<file path="src/rtl/periodic_deadline_pacer_macros.svh">
// ----------------------------------------------------------------------------
// Periodic deadline pacer assertion macros
// Shared concurrent assertion forms, clocked on clk and quiet in reset.
// ----------------------------------------------------------------------------
`ifndef PERIODIC_DEADLINE_PACER_MACROS_SVH
`define PERIODIC_DEADLINE_PACER_MACROS_SVH
`ifndef ASSERT_OFF
// same-cycle implication
`define PDP_ASSERT_IMPL(label, ante, cons) \
    label: assert property (@(posedge clk) disable iff (!rst_n) (ante) |-> (cons)) \
        else $error("pdp assertion failed");
// next-cycle implication
`define PDP_ASSERT_NEXT(label, ante, cons) \
    label: assert property (@(posedge clk) disable iff (!rst_n) (ante) |=> (cons)) \
        else $error("pdp assertion failed");
`else
`define PDP_ASSERT_IMPL(label, ante, cons)
`define PDP_ASSERT_NEXT(label, ante, cons)
`endif
`endif

</file>
<file path="src/rtl/pdp_pkg.sv">
// ----------------------------------------------------------------------------
// Periodic deadline pacer package
// Widths, constants, payload and control structs shared by the pacer files.
// ----------------------------------------------------------------------------
package pdp_pkg;

    localparam int unsigned USEC_PER_SEC   = 1000000;
    localparam int          CATCHUP_FACTOR = 10;

    localparam int SEC_W      = 16;
    localparam int USEC_W     = 20;
    localparam int NOW_SEC_W  = 32;
    localparam int MODE_W     = 2;
    localparam int CFG_IDX_W  = 2;
    localparam int CFG_DATA_W = 20;

    // seconds after folding a microsecond carry in
    localparam int PER_SEC_W = SEC_W + 1;
    localparam int NSEC_W    = NOW_SEC_W + 1;

    // catch-up threshold arithmetic
    localparam int CATCH_W     = $clog2(CATCHUP_FACTOR + 1);
    localparam int CAT_PROD_W  = USEC_W + CATCH_W;
    localparam int CAT_SEC_W   = PER_SEC_W + CATCH_W;
    localparam int RECIP_SHIFT = 30;
    localparam int RECIP_W     = 11;
    localparam int QPROD_W     = CAT_PROD_W + RECIP_W;
    localparam logic [RECIP_W-1:0] RECIP =
        RECIP_W'((64'd1 << RECIP_SHIFT) / USEC_PER_SEC);

    localparam logic [USEC_W-1:0] USEC_ONE  = USEC_W'(USEC_PER_SEC);
    localparam logic [USEC_W-1:0] USEC_TOP  = USEC_W'(USEC_PER_SEC - 1);
    localparam logic [SEC_W-1:0]  SEC_TOP   = '1;

    // derived period constants settle over this many cycles
    localparam int SETTLE_W = 3;
    localparam logic [SETTLE_W-1:0] SETTLE_CYCLES = SETTLE_W'(4);

    // configuration register indexes
    localparam logic [CFG_IDX_W-1:0] CFG_PERIOD_SEC  = 2'd0;
    localparam logic [CFG_IDX_W-1:0] CFG_PERIOD_USEC = 2'd1;
    localparam logic [CFG_IDX_W-1:0] CFG_PACE_MODE   = 2'd2;

    // pacing modes
    localparam logic [MODE_W-1:0] MODE_FIXED   = 2'd0;
    localparam logic [MODE_W-1:0] MODE_RESYNC  = 2'd1;
    localparam logic [MODE_W-1:0] MODE_DIFFUSE = 2'd2;

    typedef struct packed {
        logic [NOW_SEC_W-1:0] now_sec;
        logic [USEC_W-1:0]    now_usec;
    } pdp_in_t;

    typedef struct packed {
        logic [SEC_W-1:0]  wait_sec;
        logic [USEC_W-1:0] wait_usec;
        logic              overtime;
        logic              resynced;
    } pdp_out_t;

    // current time with microseconds below one second
    typedef struct packed {
        logic [NSEC_W-1:0] sec;
        logic [USEC_W-1:0] usec;
    } pdp_now_t;

    typedef struct packed {
        logic [MODE_W-1:0]    mode;
        logic [PER_SEC_W-1:0] per_sec;
        logic [USEC_W-1:0]    per_usec;
        logic [CAT_SEC_W-1:0] cat_sec;
        logic [USEC_W-1:0]    cat_usec;
        logic                 busy;
    } pdp_cfg_t;

    typedef struct packed {
        pdp_out_t             res;
        logic [NOW_SEC_W-1:0] dl_sec;
        logic [USEC_W-1:0]    dl_usec;
    } pdp_step_t;

    // fold one second out of an over-range microsecond count: {carry, usec}
    function automatic logic [USEC_W:0] usec_carry(input logic [USEC_W-1:0] us);
        logic [USEC_W:0] r;
        if (us >= USEC_ONE)
        begin
            r = {1'b1, us - USEC_ONE};
        end
        else
        begin
            r = {1'b0, us};
        end
        return r;
    endfunction

endpackage

</file>
<file path="src/rtl/pdp_cfg.sv">
// ----------------------------------------------------------------------------
// Pacer configuration
// Register file for the period and mode, plus the normalized period and the
// catch-up threshold derived from it.
// ----------------------------------------------------------------------------
module pdp_cfg
    import pdp_pkg::*;
(
    input  logic                  clk,
    input  logic                  rst_n,
    input  logic                  cfg_wr_en,
    input  logic [CFG_IDX_W-1:0]  cfg_index,
    input  logic [CFG_DATA_W-1:0] cfg_wdata,
    output pdp_cfg_t              cfg
);

    logic [SEC_W-1:0]      period_sec_reg;
    logic [USEC_W-1:0]     period_usec_reg;
    logic [MODE_W-1:0]     mode_reg;
    logic [SETTLE_W-1:0]   settle_reg;

    logic [PER_SEC_W-1:0]  pn_sec_reg;
    logic [USEC_W-1:0]     pn_usec_reg;
    logic [CAT_PROD_W-1:0] prod_usec_reg;
    logic [CAT_SEC_W-1:0]  prod_sec_reg;
    logic [CATCH_W-1:0]    q0_reg;
    logic [CAT_SEC_W-1:0]  cat_sec_reg;
    logic [USEC_W-1:0]     cat_usec_reg;

    logic [USEC_W:0]       per_carry;
    logic [QPROD_W-1:0]    qprod;
    logic [CAT_PROD_W-1:0] q_usec;
    logic [CAT_PROD_W-1:0] rem0;
    logic                  rem_fix;
    logic [PER_SEC_W-1:0]  pn_sec_next;
    logic [USEC_W-1:0]     cat_usec_next;
    logic [CAT_SEC_W-1:0]  cat_sec_next;

    always_ff @(posedge clk or negedge rst_n)
    begin
        if (!rst_n)
        begin
            period_sec_reg  <= '0;
            period_usec_reg <= '0;
            mode_reg        <= MODE_RESYNC;
            settle_reg      <= SETTLE_CYCLES;
        end
        else
        begin
            if (cfg_wr_en)
            begin
                settle_reg <= SETTLE_CYCLES;
                unique case (cfg_index)
                    CFG_PERIOD_SEC:  period_sec_reg  <= cfg_wdata[SEC_W-1:0];
                    CFG_PERIOD_USEC: period_usec_reg <= cfg_wdata[USEC_W-1:0];
                    CFG_PACE_MODE:   mode_reg        <= cfg_wdata[MODE_W-1:0];
                    default:         ;
                endcase
            end
            else if (settle_reg != '0)
            begin
                settle_reg <= settle_reg - SETTLE_W'(1);
            end
        end
    end

    // normalize the period, scale it by the catch-up factor, then split the
    // scaled microseconds into seconds by reciprocal multiply with one fixup
    always_comb
    begin
        per_carry     = usec_carry(period_usec_reg);
        pn_sec_next   = PER_SEC_W'(period_sec_reg) + PER_SEC_W'(per_carry[USEC_W]);
        qprod         = QPROD_W'(prod_usec_reg) * QPROD_W'(RECIP);
        q_usec        = CAT_PROD_W'(q0_reg) * CAT_PROD_W'(USEC_PER_SEC);
        rem0          = prod_usec_reg - q_usec;
        rem_fix       = rem0 >= CAT_PROD_W'(USEC_PER_SEC);
        cat_usec_next = rem_fix ? USEC_W'(rem0 - CAT_PROD_W'(USEC_PER_SEC))
                                : USEC_W'(rem0);
        cat_sec_next  = prod_sec_reg + CAT_SEC_W'(q0_reg) + CAT_SEC_W'(rem_fix);
    end

    always_ff @(posedge clk)
    begin
        pn_sec_reg    <= pn_sec_next;
        pn_usec_reg   <= per_carry[USEC_W-1:0];
        prod_usec_reg <= CAT_PROD_W'(pn_usec_reg) * CAT_PROD_W'(CATCHUP_FACTOR);
        prod_sec_reg  <= CAT_SEC_W'(pn_sec_reg) * CAT_SEC_W'(CATCHUP_FACTOR);
        q0_reg        <= CATCH_W'(qprod >> RECIP_SHIFT);
        cat_sec_reg   <= cat_sec_next;
        cat_usec_reg  <= cat_usec_next;
    end

    always_comb
    begin
        cfg.mode     = mode_reg;
        cfg.per_sec  = pn_sec_reg;
        cfg.per_usec = pn_usec_reg;
        cfg.cat_sec  = cat_sec_reg;
        cfg.cat_usec = cat_usec_reg;
        cfg.busy     = settle_reg != '0;
    end

endmodule

</file>
<file path="src/rtl/pdp_step.sv">
// ----------------------------------------------------------------------------
// Pacer step logic
// Elapsed time, wait, overtime decision and next deadline for one request.
// ----------------------------------------------------------------------------
module pdp_step
    import pdp_pkg::*;
(
    input  pdp_now_t             now,
    input  logic [NOW_SEC_W-1:0] dl_sec,
    input  logic [USEC_W-1:0]    dl_usec,
    input  pdp_cfg_t             cfg,
    output pdp_step_t            step
);

    function automatic pdp_out_t sat_wait(input logic [PER_SEC_W-1:0] s,
                                          input logic [USEC_W-1:0]    us);
        pdp_out_t o;
        o.overtime = 1'b0;
        o.resynced = 1'b0;
        if (s[PER_SEC_W-1])
        begin
            o.wait_sec  = SEC_TOP;
            o.wait_usec = USEC_TOP;
        end
        else
        begin
            o.wait_sec  = s[SEC_W-1:0];
            o.wait_usec = us;
        end
        return o;
    endfunction

    logic [NSEC_W-1:0]    dl_sec_w;
    logic                 now_gt;
    logic                 e_borrow;
    logic [USEC_W:0]      e_usec_w;
    logic [NSEC_W-1:0]    e_sec_raw;
    logic [NSEC_W-1:0]    el_sec;
    logic [USEC_W-1:0]    el_usec;
    logic [NSEC_W-1:0]    per_sec_w;
    logic [NSEC_W-1:0]    cat_sec_w;
    logic                 below;
    logic                 in_catchup;
    logic                 w_borrow;
    logic [USEC_W:0]      w_usec_w;
    logic [PER_SEC_W-1:0] w_sec;
    logic [USEC_W:0]      a_usec_w;
    logic                 a_carry;
    logic [USEC_W-1:0]    adv_usec;
    logic [NOW_SEC_W-1:0] adv_sec;

    always_comb
    begin
        // elapsed = now - deadline, floored at zero
        dl_sec_w  = NSEC_W'(dl_sec);
        now_gt    = (now.sec > dl_sec_w) || ((now.sec == dl_sec_w) && (now.usec > dl_usec));
        e_borrow  = now.usec < dl_usec;
        e_usec_w  = {1'b0, now.usec} + (e_borrow ? {1'b0, USEC_ONE} : '0) - {1'b0, dl_usec};
        e_sec_raw = now.sec - dl_sec_w - NSEC_W'(e_borrow);
        el_sec    = now_gt ? e_sec_raw : '0;
        el_usec   = now_gt ? e_usec_w[USEC_W-1:0] : '0;

        per_sec_w  = NSEC_W'(cfg.per_sec);
        cat_sec_w  = NSEC_W'(cfg.cat_sec);
        below      = (el_sec < per_sec_w)
                  || ((el_sec == per_sec_w) && (el_usec < cfg.per_usec));
        in_catchup = (el_sec < cat_sec_w)
                  || ((el_sec == cat_sec_w) && (el_usec <= cfg.cat_usec));

        // remainder of the period
        w_borrow  = cfg.per_usec < el_usec;
        w_usec_w  = {1'b0, cfg.per_usec} + (w_borrow ? {1'b0, USEC_ONE} : '0)
                  - {1'b0, el_usec};
        w_sec     = cfg.per_sec - el_sec[PER_SEC_W-1:0] - PER_SEC_W'(w_borrow);

        // deadline advanced by one period
        a_usec_w  = {1'b0, dl_usec} + {1'b0, cfg.per_usec};
        a_carry   = a_usec_w >= {1'b0, USEC_ONE};
        adv_usec  = a_carry ? USEC_W'(a_usec_w - {1'b0, USEC_ONE}) : a_usec_w[USEC_W-1:0];
        adv_sec   = dl_sec + NOW_SEC_W'(cfg.per_sec) + NOW_SEC_W'(a_carry);

        step.dl_sec  = dl_sec;
        step.dl_usec = dl_usec;
        if (cfg.mode == MODE_FIXED)
        begin
            step.res = sat_wait(cfg.per_sec, cfg.per_usec);
        end
        else if (below)
        begin
            step.res     = sat_wait(w_sec, w_usec_w[USEC_W-1:0]);
            step.dl_sec  = adv_sec;
            step.dl_usec = adv_usec;
        end
        else
        begin
            step.res.wait_sec  = '0;
            step.res.wait_usec = '0;
            step.res.overtime  = 1'b1;
            if ((cfg.mode == MODE_DIFFUSE) && in_catchup)
            begin
                step.res.resynced = 1'b0;
                step.dl_sec       = adv_sec;
                step.dl_usec      = adv_usec;
            end
            else
            begin
                step.res.resynced = 1'b1;
                step.dl_sec       = now.sec[NOW_SEC_W-1:0];
                step.dl_usec      = now.usec;
            end
        end
    end

endmodule

</file>
<file path="src/rtl/periodic_deadline_pacer.sv">
// ----------------------------------------------------------------------------
// Periodic deadline pacer
// Each request carries the current time (seconds and microseconds) and gets
// back the time left to the next period boundary. Sustained rate is one
// request per clock while out_ready holds and no configuration settles; each
// request is registered, evaluated combinationally and its result registered
// once the result slot is free. The rate is set by the deadline feedback
// loop: subtract, compare and add are combinational between the input and
// result registers. After reset and after every configuration write, in_ready
// stays low while the normalized period and catch-up threshold are recomputed.
// ----------------------------------------------------------------------------
`include "periodic_deadline_pacer_macros.svh"

module periodic_deadline_pacer
    import pdp_pkg::*;
(
    input  logic                  clk,
    input  logic                  rst_n,
    // configuration write port
    input  logic                  cfg_wr_en,
    input  logic [CFG_IDX_W-1:0]  cfg_index,
    input  logic [CFG_DATA_W-1:0] cfg_wdata,
    // request channel
    input  logic                  in_valid,
    output logic                  in_ready,
    input  pdp_in_t               in_data,
    // result channel
    output logic                  out_valid,
    input  logic                  out_ready,
    output pdp_out_t              out_data
);

    pdp_cfg_t             cfg_st;
    pdp_step_t            step;

    logic                 in_vld_reg;
    pdp_now_t             now_reg;
    pdp_now_t             now_next;
    logic [NOW_SEC_W-1:0] dl_sec_reg;
    logic [USEC_W-1:0]    dl_usec_reg;
    logic                 out_vld_reg;
    pdp_out_t             out_reg;

    logic [USEC_W:0]      now_carry;
    logic                 in_acc;
    logic                 fire;

    pdp_cfg u_cfg (
        .clk       (clk),
        .rst_n     (rst_n),
        .cfg_wr_en (cfg_wr_en),
        .cfg_index (cfg_index),
        .cfg_wdata (cfg_wdata),
        .cfg       (cfg_st)
    );

    // Evaluate the held request against the live deadline.
    pdp_step u_step (
        .now     (now_reg),
        .dl_sec  (dl_sec_reg),
        .dl_usec (dl_usec_reg),
        .cfg     (cfg_st),
        .step    (step)
    );

    // Fire when a request is held and the result slot is free or draining.
    // The input register refills in the same cycle, so requests stream at one
    // per clock while the consumer keeps up and no configuration is settling.
    assign fire     = in_vld_reg && (!out_vld_reg || out_ready);
    assign in_ready = !cfg_st.busy && (!in_vld_reg || fire);
    assign in_acc   = in_valid && in_ready;

    // Fold an over-range microsecond count into the seconds on the way in.
    always_comb
    begin
        now_carry     = usec_carry(in_data.now_usec);
        now_next.sec  = NSEC_W'(in_data.now_sec) + NSEC_W'(now_carry[USEC_W]);
        now_next.usec = now_carry[USEC_W-1:0];
    end

    always_ff @(posedge clk or negedge rst_n)
    begin
        if (!rst_n)
        begin
            in_vld_reg  <= 1'b0;
            out_vld_reg <= 1'b0;
            dl_sec_reg  <= '0;
            dl_usec_reg <= '0;
        end
        else
        begin
            // hold the request until it fires, take a new one when it does
            if (in_acc)
            begin
                in_vld_reg <= 1'b1;
            end
            else if (fire)
            begin
                in_vld_reg <= 1'b0;
            end

            // hold the result until taken
            if (fire)
            begin
                out_vld_reg <= 1'b1;
            end
            else if (out_ready)
            begin
                out_vld_reg <= 1'b0;
            end

            // advance or resync the deadline
            if (fire)
            begin
                dl_sec_reg  <= step.dl_sec;
                dl_usec_reg <= step.dl_usec;
            end
        end
    end

    always_ff @(posedge clk)
    begin
        if (in_acc)
        begin
            now_reg <= now_next;
        end
        if (fire)
        begin
            out_reg <= step.res;
        end
    end

    assign out_valid = out_vld_reg;
    assign out_data  = out_reg;

    `PDP_ASSERT_IMPL(a_resync_is_overtime, out_valid && out_data.resynced, out_data.overtime)
    `PDP_ASSERT_IMPL(a_overtime_no_wait, out_valid && out_data.overtime, (out_data.wait_sec == '0) && (out_data.wait_usec == '0))
    `PDP_ASSERT_IMPL(a_deadline_normalized, fire, step.dl_usec < USEC_ONE)
    `PDP_ASSERT_IMPL(a_stall_blocks_in, in_vld_reg && out_valid && !out_ready, !in_ready)
    `PDP_ASSERT_NEXT(a_fire_gives_result, fire, out_valid)

endmodule
</file>
<file path="config.mk">
export PLATFORM = sky130hd
export DESIGN_NAME = periodic_deadline_pacer
export DESIGN_NICKNAME = d
export VERILOG_FILES = /design/src/rtl/pdp_pkg.sv /design/src/rtl/pdp_cfg.sv /design/src/rtl/pdp_step.sv /design/src/rtl/periodic_deadline_pacer.sv
export VERILOG_INCLUDE_DIRS = /design/src /design/src/rtl
export SDC_FILE = /design/constraint.sdc
export NUM_CORES = 1
export LEC_CHECK = 0
export BUFFER_PORTS_ARGS = -buffer_cell sky130_fd_sc_hd__buf_2
export CAP_MARGIN = 20
export CORE_MARGIN = 5
export CORE_UTILIZATION = 35
export CTS_BUF_LIST = sky130_fd_sc_hd__clkbuf_4 sky130_fd_sc_hd__clkbuf_8 sky130_fd_sc_hd__clkbuf_16
export DETAILED_ROUTE_END_ITERATION = 10
export HOLD_SLACK_MARGIN = 0.12
export SKIP_CTS_REPAIR_TIMING = 1
export SLEW_MARGIN = 30
export SYNTH_ARGS = -nofsm -noshare
export SYNTH_HDL_FRONTEND = slang
export SYNTH_SLANG_ARGS = --single-unit
</file>
<file path="constraint.sdc">
create_clock -name clk -period 12.75 [get_ports clk]
set_input_delay 0.6375 -clock clk [delete_from_list [all_inputs] [get_ports clk]]
set_output_delay 0.6375 -clock clk [all_outputs]
set_load 0.005 [all_outputs]
</file>
==> impl_metrics.tcl, run 1 <==
set metrics [dict create \
    clockBufferDepth 3 \
    design_area_mm2 0.0321 \
    synth-seq-cells 310 \
    die_x_um 297 \
    r2r_slack_ns 1.95 \
    yosysSeqAreaShare_pct 26.3 \
    die_height_um 297 \
    cts-root-buf "clkbuf_16" \
    worstRegToRegCells 44 \
    syn_nets 3911 \
    drtPass1Iterations 5 \
    fin_crit_sh_pct 84.7 \
    clkTransAtPathRegs_ns 0.07 \
    ant_nets 0 \
    synth_top_area_cell "ha_1" \
    fin_nets 4028 \
    yosys_warnings 0 \
    antenna_found_initial 12 \
    initial_core_util_pct 35.2 \
    netlist_area_mm2 0.0289 \
    path_common_cell "ha_1" \
    synth.area.top_cells "ha_1, edfxtp_1, dfxtp_1, dfrtp_1, inv_1" \
    post_drt_wl_per_cell_um 17.8 \
    finalSetupViolCount 0 \
    tns_ns 0 \
    vias 22900 \
    io_pins 119 \
    globalplace.congestion 0.920 \
    largest_register_ffs 53 \
    grt_usage_pct 17.6 \
    rows 105 \
    drt_wl_total_mm 79.6 \
    grt_pass1_vias 22400 \
    arrival_ns 11.23 \
    reg2reg_from "dl_usec_reg[13]" \
    slowest_delay_ns 0.60 \
    slew_viol_final 0 \
    area_delta_synth_final_pct 11.3 \
    post_dp_cell_area_mm2 0.0307 \
    synth_cell_types 78 \
    post-route-min-period_ns 10.80 \
    synthCells 3248 \
    holdCritPathClass "in -> async" \
    reg2reg_to "out_data[9]" \
    finClkSkew_ns 0.0426 \
    hold_viol 0 \
    cts_tree "yes" \
    synthArstFlopShare_pct 30.6 \
    die_area_mm2 0.0883 \
    drive_gt1_share_pct 8.07 \
    syn_area_per_cell_um2 8.89 \
    grt_setup_unrepaired "no" \
    synth_top_area_share_pct 22.1 \
    clkSinkCount 310 \
    gr-total-overflow 0 \
    clock_latency_ns 0.57 \
    grt_max_degree 93 \
    status "completed" \
    cts-htree-levels 2 \
    drt-initial-drc-count 1397 \
    endpoint_kind "register" \
    final_util_pct 39.2 \
    start_kind "register" \
    cts_buffers 40 \
    core-area_mm2 0.0820 \
    critPathRequiredTime_ns 13.17 \
    synth_edf_count 91 \
    grt_first_pass_wirelength_mm 125 \
    synth_top_flop_cell "dfxtp_1" \
    viasPerCell 5.13 \
    tightestPinTransition_ns 0.955 \
    fmax_mhz 92.6 \
    drcViolationCount 0 \
    cp_slowest_cell "nor2b_1" \
    port_buffers 118 \
    dp_hpwl_mm 64.6 \
    maxCapViolations 0 \
    relSlewSlack_pct 36.3 \
    cp_max_fo 29 \
    crit_type "reg -> reg" \
]
stage by stage:
| stage | cells | setup slack (ns) | hold WS, ns |
|---|---|---|---|
| floorplan | 3248 | 2.73 | 0.342 |
| global placement | 4392 | 2.28 | 0.376 |
| detailed placement | 4393 | 2.10 | 0.380 |
| CTS | 4466 | 2.10 | 0.0884 |
| global route | 4466 | 1.22 | 0.122 |
| finish | 4473 | 1.95 | 0.0923 |
worst max-delay path: cells and delay by family (launching register included):
family / cells / cell delay [ns]
adder cells (fa/ha/maj): 7 / 2.24
XOR/XNOR: 1 / 0.14
buffers and inverters: 4 / 0.60
AND/OR/NAND/NOR: 16 / 3.76
AO/OA/AOI/OAI: 16 / 3.52
flip-flops: 1 / 0.41
cell usage in the layout, fill, tap and decap left out, types with 18 or more instances in the layout:
| master | netlist | layout |
|---|---|---|
| clkbuf_16 | 0 | 45 |
| mux2_2 | 38 | 38 |
| dfxtp_1 | 124 | 124 |
| edfxtp_1 | 91 | 91 |
| inv_1 | 498 | 498 |
| and3_1 | 31 | 31 |
| mux2i_1 | 35 | 35 |
| nor2b_1 | 55 | 55 |
| nor2_1 | 166 | 165 |
| nand3_1 | 75 | 75 |
| o21a_1 | 32 | 32 |
| o21ai_0 | 200 | 200 |
| a31oi_1 | 28 | 28 |
| xor2_1 | 80 | 80 |
| fa_1 | 75 | 75 |
| o21bai_1 | 29 | 29 |
| nand2b_1 | 32 | 32 |
| a21o_1 | 66 | 66 |
| nand4_1 | 53 | 53 |
| or3_1 | 18 | 18 |
| a211oi_1 | 20 | 20 |
| buf_2 | 6 | 117 |
| xnor2_1 | 176 | 175 |
| dfrtp_1 | 93 | 93 |
| nor3_1 | 74 | 74 |
| nor4_1 | 19 | 19 |
| ha_1 | 509 | 509 |
| nand2_1 | 190 | 189 |
| a21oi_1 | 155 | 155 |
area by class of cell:
type,count,area (um2)
fillers,8385,49900
inverters,498,1870
flip-flops and latches,310,7590
repair buffers,135,724
multi-input cells,2380,19200
well taps,1070,1340
clock buffers,61,1270
diodes,7,17.5
clock inverters,12,111
worst max-delay path by stage:
stage                     from            to  slack [ns]  depth (start not counted)
2_1_floorplan  dl_usec_reg[13]  out_data[17]        2.73                         46
3_3_place_gp   dl_usec_reg[13]   out_data[8]        2.28                         44
3_5_place_dp   dl_usec_reg[13]   out_data[9]        2.10                         44
4_1_cts        dl_usec_reg[13]   out_data[9]        2.10                         44
5_1_grt        dl_usec_reg[14]  out_data[14]        1.22                         44
6_report       dl_usec_reg[13]   out_data[9]        1.95                         44
cell usage after synthesis (55+ instances only):
cell type,n
nand2_1,190
a21oi_1,155
nor3_1,74
xnor2_1,176
nor2b_1,55
o21ai_0,200
nor2_1,166
edfxtp_1,91
nand3_1,75
dfxtp_1,124
fa_1,75
inv_1,498
a21o_1,66
dfrtp_1,93
xor2_1,80
ha_1,509
cell families (layout without fill, tap and decap cells):
group	after synthesis	in the layout	share of synthesized area, %
buffers and inverters	558	706	7.37
DFF	310	310	26.3
xor gates and xnor gates	256	256	7.77
adders and majority gates	584	584	27.3
and+or+nand+nor	776	776	13.3
muxes	73	73	2.70
other	0	7	0
AOI/OAI and AO/OA	691	691	15.2
routing by layer:
| metal | vias up | track usage (%) | wire length [um] |
|---|---|---|---|
| li1 | 11500 | - | - |
| met1 | 10800 | 25.6 | 38900 |
| met2 | 550 | 27.1 | 33500 |
| met3 | 85 | 3.36 | 5420 |
| met4 | 6 | 4.13 | 1740 |
| met5 | - | 0 | 60 |
Power of run 1 is left out: the tool's default activity adds up to more than one toggle a clock period on the data nets, which glitch-free logic cannot reach.
==> run 2: changes to the inputs <==
clock period = 11 ns   (was 12.75 ns; I/O delays follow)
==> run 2 against run 1 <==
Compared with the run above: non-clock buffer count increased by 2; routed wire length about the same; hold slack better by 0.087 ns; critical path depth rose by 2; die area unchanged; design area rose by 0.18%; final cell count is essentially flat; highest routed layer unchanged.
==> impl_metrics.tcl, run 2 (synthesized netlist as in run 1, its figures left out) <==
set metrics [dict create \
    grt_pass1_vias 22300 \
    drt_wl_total_mm 79.6 \
    grt_max_degree 93 \
    cp_slowest_cell "or4_1" \
    core-area_mm2 0.0820 \
    drcViolationCount 0 \
    cts_tree "yes" \
    drt-initial-drc-count 1586 \
    dp_hpwl_mm 64.6 \
    cts_buffers 40 \
    worstRegToRegCells 46 \
    fmax_mhz 97.5 \
    most-common-layout-cells "ha_1, inv_1, o21ai_0, nand2_1, xnor2_1" \
    clkSinkCount 310 \
    clkTransAtPathRegs_ns 0.07 \
    slowest_delay_ns 0.58 \
    port_buffers 118 \
    io_pins 119 \
    start_kind "register" \
    endpoint_kind "register" \
    finalSetupViolCount 0 \
    cts-htree-levels 2 \
    r2r_slack_ns 0.74 \
    multi_input_area_mm2 0.0192 \
    finClkSkew_ns 0.0226 \
    globalplace.congestion 0.898 \
    cts-root-buf "clkbuf_16" \
    die_area_mm2 0.0883 \
    nFillCells 8358 \
    cp_max_fo 16 \
    largest_register_ffs 53 \
    tightestPinTransition_ns 0.936 \
    grt_first_pass_wirelength_mm 125 \
    gr-total-overflow 0 \
    holdCritPathClass "in -> reg" \
    maxCapViolations 0 \
    relSlewSlack_pct 37.6 \
    clockBufferDepth 3 \
    area_delta_synth_final_pct 11.4 \
    hold_viol 0 \
    layout_commonest_cell "ha_1" \
    final_util_pct 39.2 \
    die_height_um 297 \
    arrival_ns 10.53 \
    fin_nets 4030 \
    antenna_found_initial 14 \
    clock_latency_ns 0.57 \
    grt_usage_pct 17.6 \
    hold_depth 1 \
    drtPass1Iterations 5 \
    regArea_mm2 0.00759 \
    crit_type "reg -> reg" \
    critPathRequiredTime_ns 11.27 \
    initial_core_util_pct 35.2 \
    post-route-min-period_ns 10.26 \
    ant_nets 0 \
    slew_viol_final 0 \
    post_dp_cell_area_mm2 0.0307 \
    fin_crit_sh_pct 93.3 \
    vias 22900 \
    die_x_um 297 \
    drive_gt1_share_pct 8.30 \
    status "completed" \
    rows 105 \
    design_area_mm2 0.0322 \
    viasPerCell 5.13 \
    post_drt_wl_per_cell_um 17.8 \
]
run 2: final cells by class:
cell class                 count  share of cell area [%]
antenna                        2                  0.0156
clock buffer                  54                    3.64
clock inverter                20                   0.657
inverter                     498                    5.81
multi-input combinational   2380                    59.8
sequential                   310                    23.6
tap                         1070                    4.16
timing repair buffer         137                    2.35
run 2: critical path, delay by kind of cell (launching register included):
family          cells  cell delay (ns)
compound gates     17             3.36
simple gates       15             2.91
fa+ha+maj           7             2.37
buf+inv             6             0.73
flops               1             0.43
xor+xnor            1             0.10
run 2: stage by stage:
step | setup TNS (ns) | hold WS [ns] | setup slack, ns | instances
after detailed placement | -0.732 | 0.384 | -0.101 | 4392
after floorplan | 0 | 0.254 | 0.980 | 3248
after CTS | -0.532 | -0.000921 | -0.0723 | 4466
final | 0 | 0.179 | 0.738 | 4471
after global placement | 0 | 0.373 | 0.250 | 4391
after global routing | -0.105 | 0.163 | -0.0471 | 4469
run 2: final timing paths:
kind,from,to
hold / removal,in_data[4],now_reg[4]
max in group asynchronous,rst_n,dl_sec_reg[28]
setup reg to reg,dl_usec_reg[14],out_data[7]
setup / recovery,dl_usec_reg[14],out_data[7]
min in group asynchronous,rst_n,dl_usec_reg[0]
hold reg to reg,u_cfg.period_usec_reg[2],u_cfg.pn_usec_reg[2]
run 2: routing by layer:
| metal | routed length [um] | track usage (%) | up-vias |
|---|---|---|---|
| li1 | - | - | 11500 |
| met2 | 33700 | 27.5 | 536 |
| met4 | 1590 | 3.90 | 6 |
| met3 | 4450 | 2.48 | 88 |
| met1 | 39800 | 26.0 | 10800 |
| met5 | 28 | 0 | - |
Power of run 2 is left out for the same reason.
==> run 3: changes to the inputs <==
BUFFER_PORTS_ARGS = -buffer_cell sky130_fd_sc_hd__clkbuf_2   (was -buffer_cell sky130_fd_sc_hd__buf_2)
CORE_ASPECT_RATIO = 1.75   (was default)
==> run 3 against run 2 <==
Compared with the run above: hold slack improved by 0.041 ns; maximum frequency rose by 1.3%; count of clock-buffer cells in the layout fell by 8; routed wire length rose by 5.9%; sequential cell count did not move; first-iteration DRC count fell by 32%; sequential share of layout area rose by 0.18 points; design area fell by 0.75%; via count rose by 0.98%.
==> impl_metrics.tcl, run 3 (synthesized netlist as in run 1, its figures left out) <==
set metrics [dict create \
    rows 139 \
    cp_slowest_cell "or4_1" \
    drcViolationCount 0 \
    tightestPinTransition_ns 0.869 \
    grt_usage_pct 18.8 \
    area_delta_synth_final_pct 10.6 \
    grt_setup_unrepaired "no" \
    fin_nets 4026 \
    clkTransAtPathRegs_ns 0.07 \
    grt_pass1_vias 23800 \
    holdCritPathClass "in -> reg" \
    clkSinkCount 310 \
    slowest_delay_ns 0.56 \
    arrival_ns 10.51 \
    grt_first_pass_wirelength_mm 131 \
    die_height_um 390 \
    post-route-min-period_ns 10.13 \
    hold_viol 0 \
    nFillCells 8299 \
    status "completed" \
    port_buffers 118 \
    clock_latency_ns 0.55 \
    antenna_found_initial 1 \
    clockBufferDepth 3 \
    drt_wl_total_mm 84.3 \
    grt_max_degree 67 \
    largest_register_ffs 53 \
    crit_type "reg -> reg" \
    cts-root-buf "clkbuf_16" \
    holdWs_ns 0.220 \
    vias 23200 \
    critPathRequiredTime_ns 11.37 \
    r2r_slack_ns 0.87 \
    gr-total-overflow 0 \
    finalSetupViolCount 0 \
    core-area_mm2 0.0819 \
    post_drt_wl_per_cell_um 19.0 \
    drt-initial-drc-count 1083 \
    cts_buffers 34 \
    layout_commonest_cell "ha_1" \
    maxCapViolations 0 \
    cts_tree "yes" \
    io_pins 119 \
    globalplace.congestion 0.947 \
    cts-htree-levels 2 \
    fmax_mhz 98.7 \
    viasPerCell 5.21 \
    multi_input_area_mm2 0.0192 \
    die_x_um 227 \
    endpoint_kind "register" \
    cp_max_fo 26 \
    relSlewSlack_pct 41.5 \
    dp_hpwl_mm 69.6 \
    tns_ns 0 \
    drtPass1Iterations 5 \
    most-common-layout-cells "ha_1, inv_1, o21ai_0, nand2_1, xnor2_1" \
    initial_core_util_pct 35.2 \
    ant_nets 0 \
    fin_crit_sh_pct 92.1 \
    antenna_cells 0 \
    regArea_mm2 0.00759 \
    die_area_mm2 0.0885 \
    slew_viol_final 0 \
    drive_gt1_share_pct 7.94 \
    finClkSkew_ns 0.0235 \
    start_kind "register" \
]
[run 3: cell type report]
cell class	instances	share of cell area [%]
clock buffers	46	3.23
repair buffers	139	2.43
inverters	498	5.85
clock inverters	16	0.392
flip-flops and latches	310	23.8
multi-input cells	2380	60.2
well taps	1057	4.14
[run 3: layer usage]
layer	share of wire (%)	global-route usage, %	vias up
met4	5.9	9.46	2
li1	-	-	11500
met3	3.3	2.07	198
met2	52	35.3	470
met1	39	20.7	11000
met5	0.024	0	-
[run 3: through the flow]
| stage | instance area [um2] | worst slack, ns | util [%] | instances |
|---|---|---|---|---|
| after floorplan | 28900 | 0.980 | - | 3248 |
| after global placement | 30700 | 0.480 | 37.5 | 4382 |
| after detailed placement | 30700 | 0.350 | 37.5 | 4383 |
| after CTS | 31900 | 0.312 | 38.9 | 4445 |
| after global routing | 31900 | 0.0272 | 39.0 | 4446 |
| final | 31900 | 0.868 | 39.0 | 4446 |
[run 3: worst paths after layout]
kind / startpoint / to / depth (start not counted)
worst max-delay path: dl_usec_reg[14] / out_data[16] / 44
worst min-delay path: in_data[4] / now_reg[4] / 1
worst max register to register: dl_usec_reg[14] / out_data[16] / 44
worst min register to register: u_cfg.period_usec_reg[0] / u_cfg.pn_usec_reg[0] / 0
max in group asynchronous: rst_n / dl_sec_reg[7] / 3
min in group asynchronous: rst_n / dl_usec_reg[3] / 2
[run 3: critical path, delay by kind of cell (launching register included)]
family / cells / cell delay [ns]
buffers and inverters: 4 / 0.59
adder cells (fa/ha/maj): 7 / 2.23
AO/OA/AOI/OAI: 17 / 3.32
AND/OR/NAND/NOR: 15 / 3.04
XOR/XNOR: 1 / 0.31
flip-flops: 1 / 0.43
Power of run 3 is left out for the same reason.
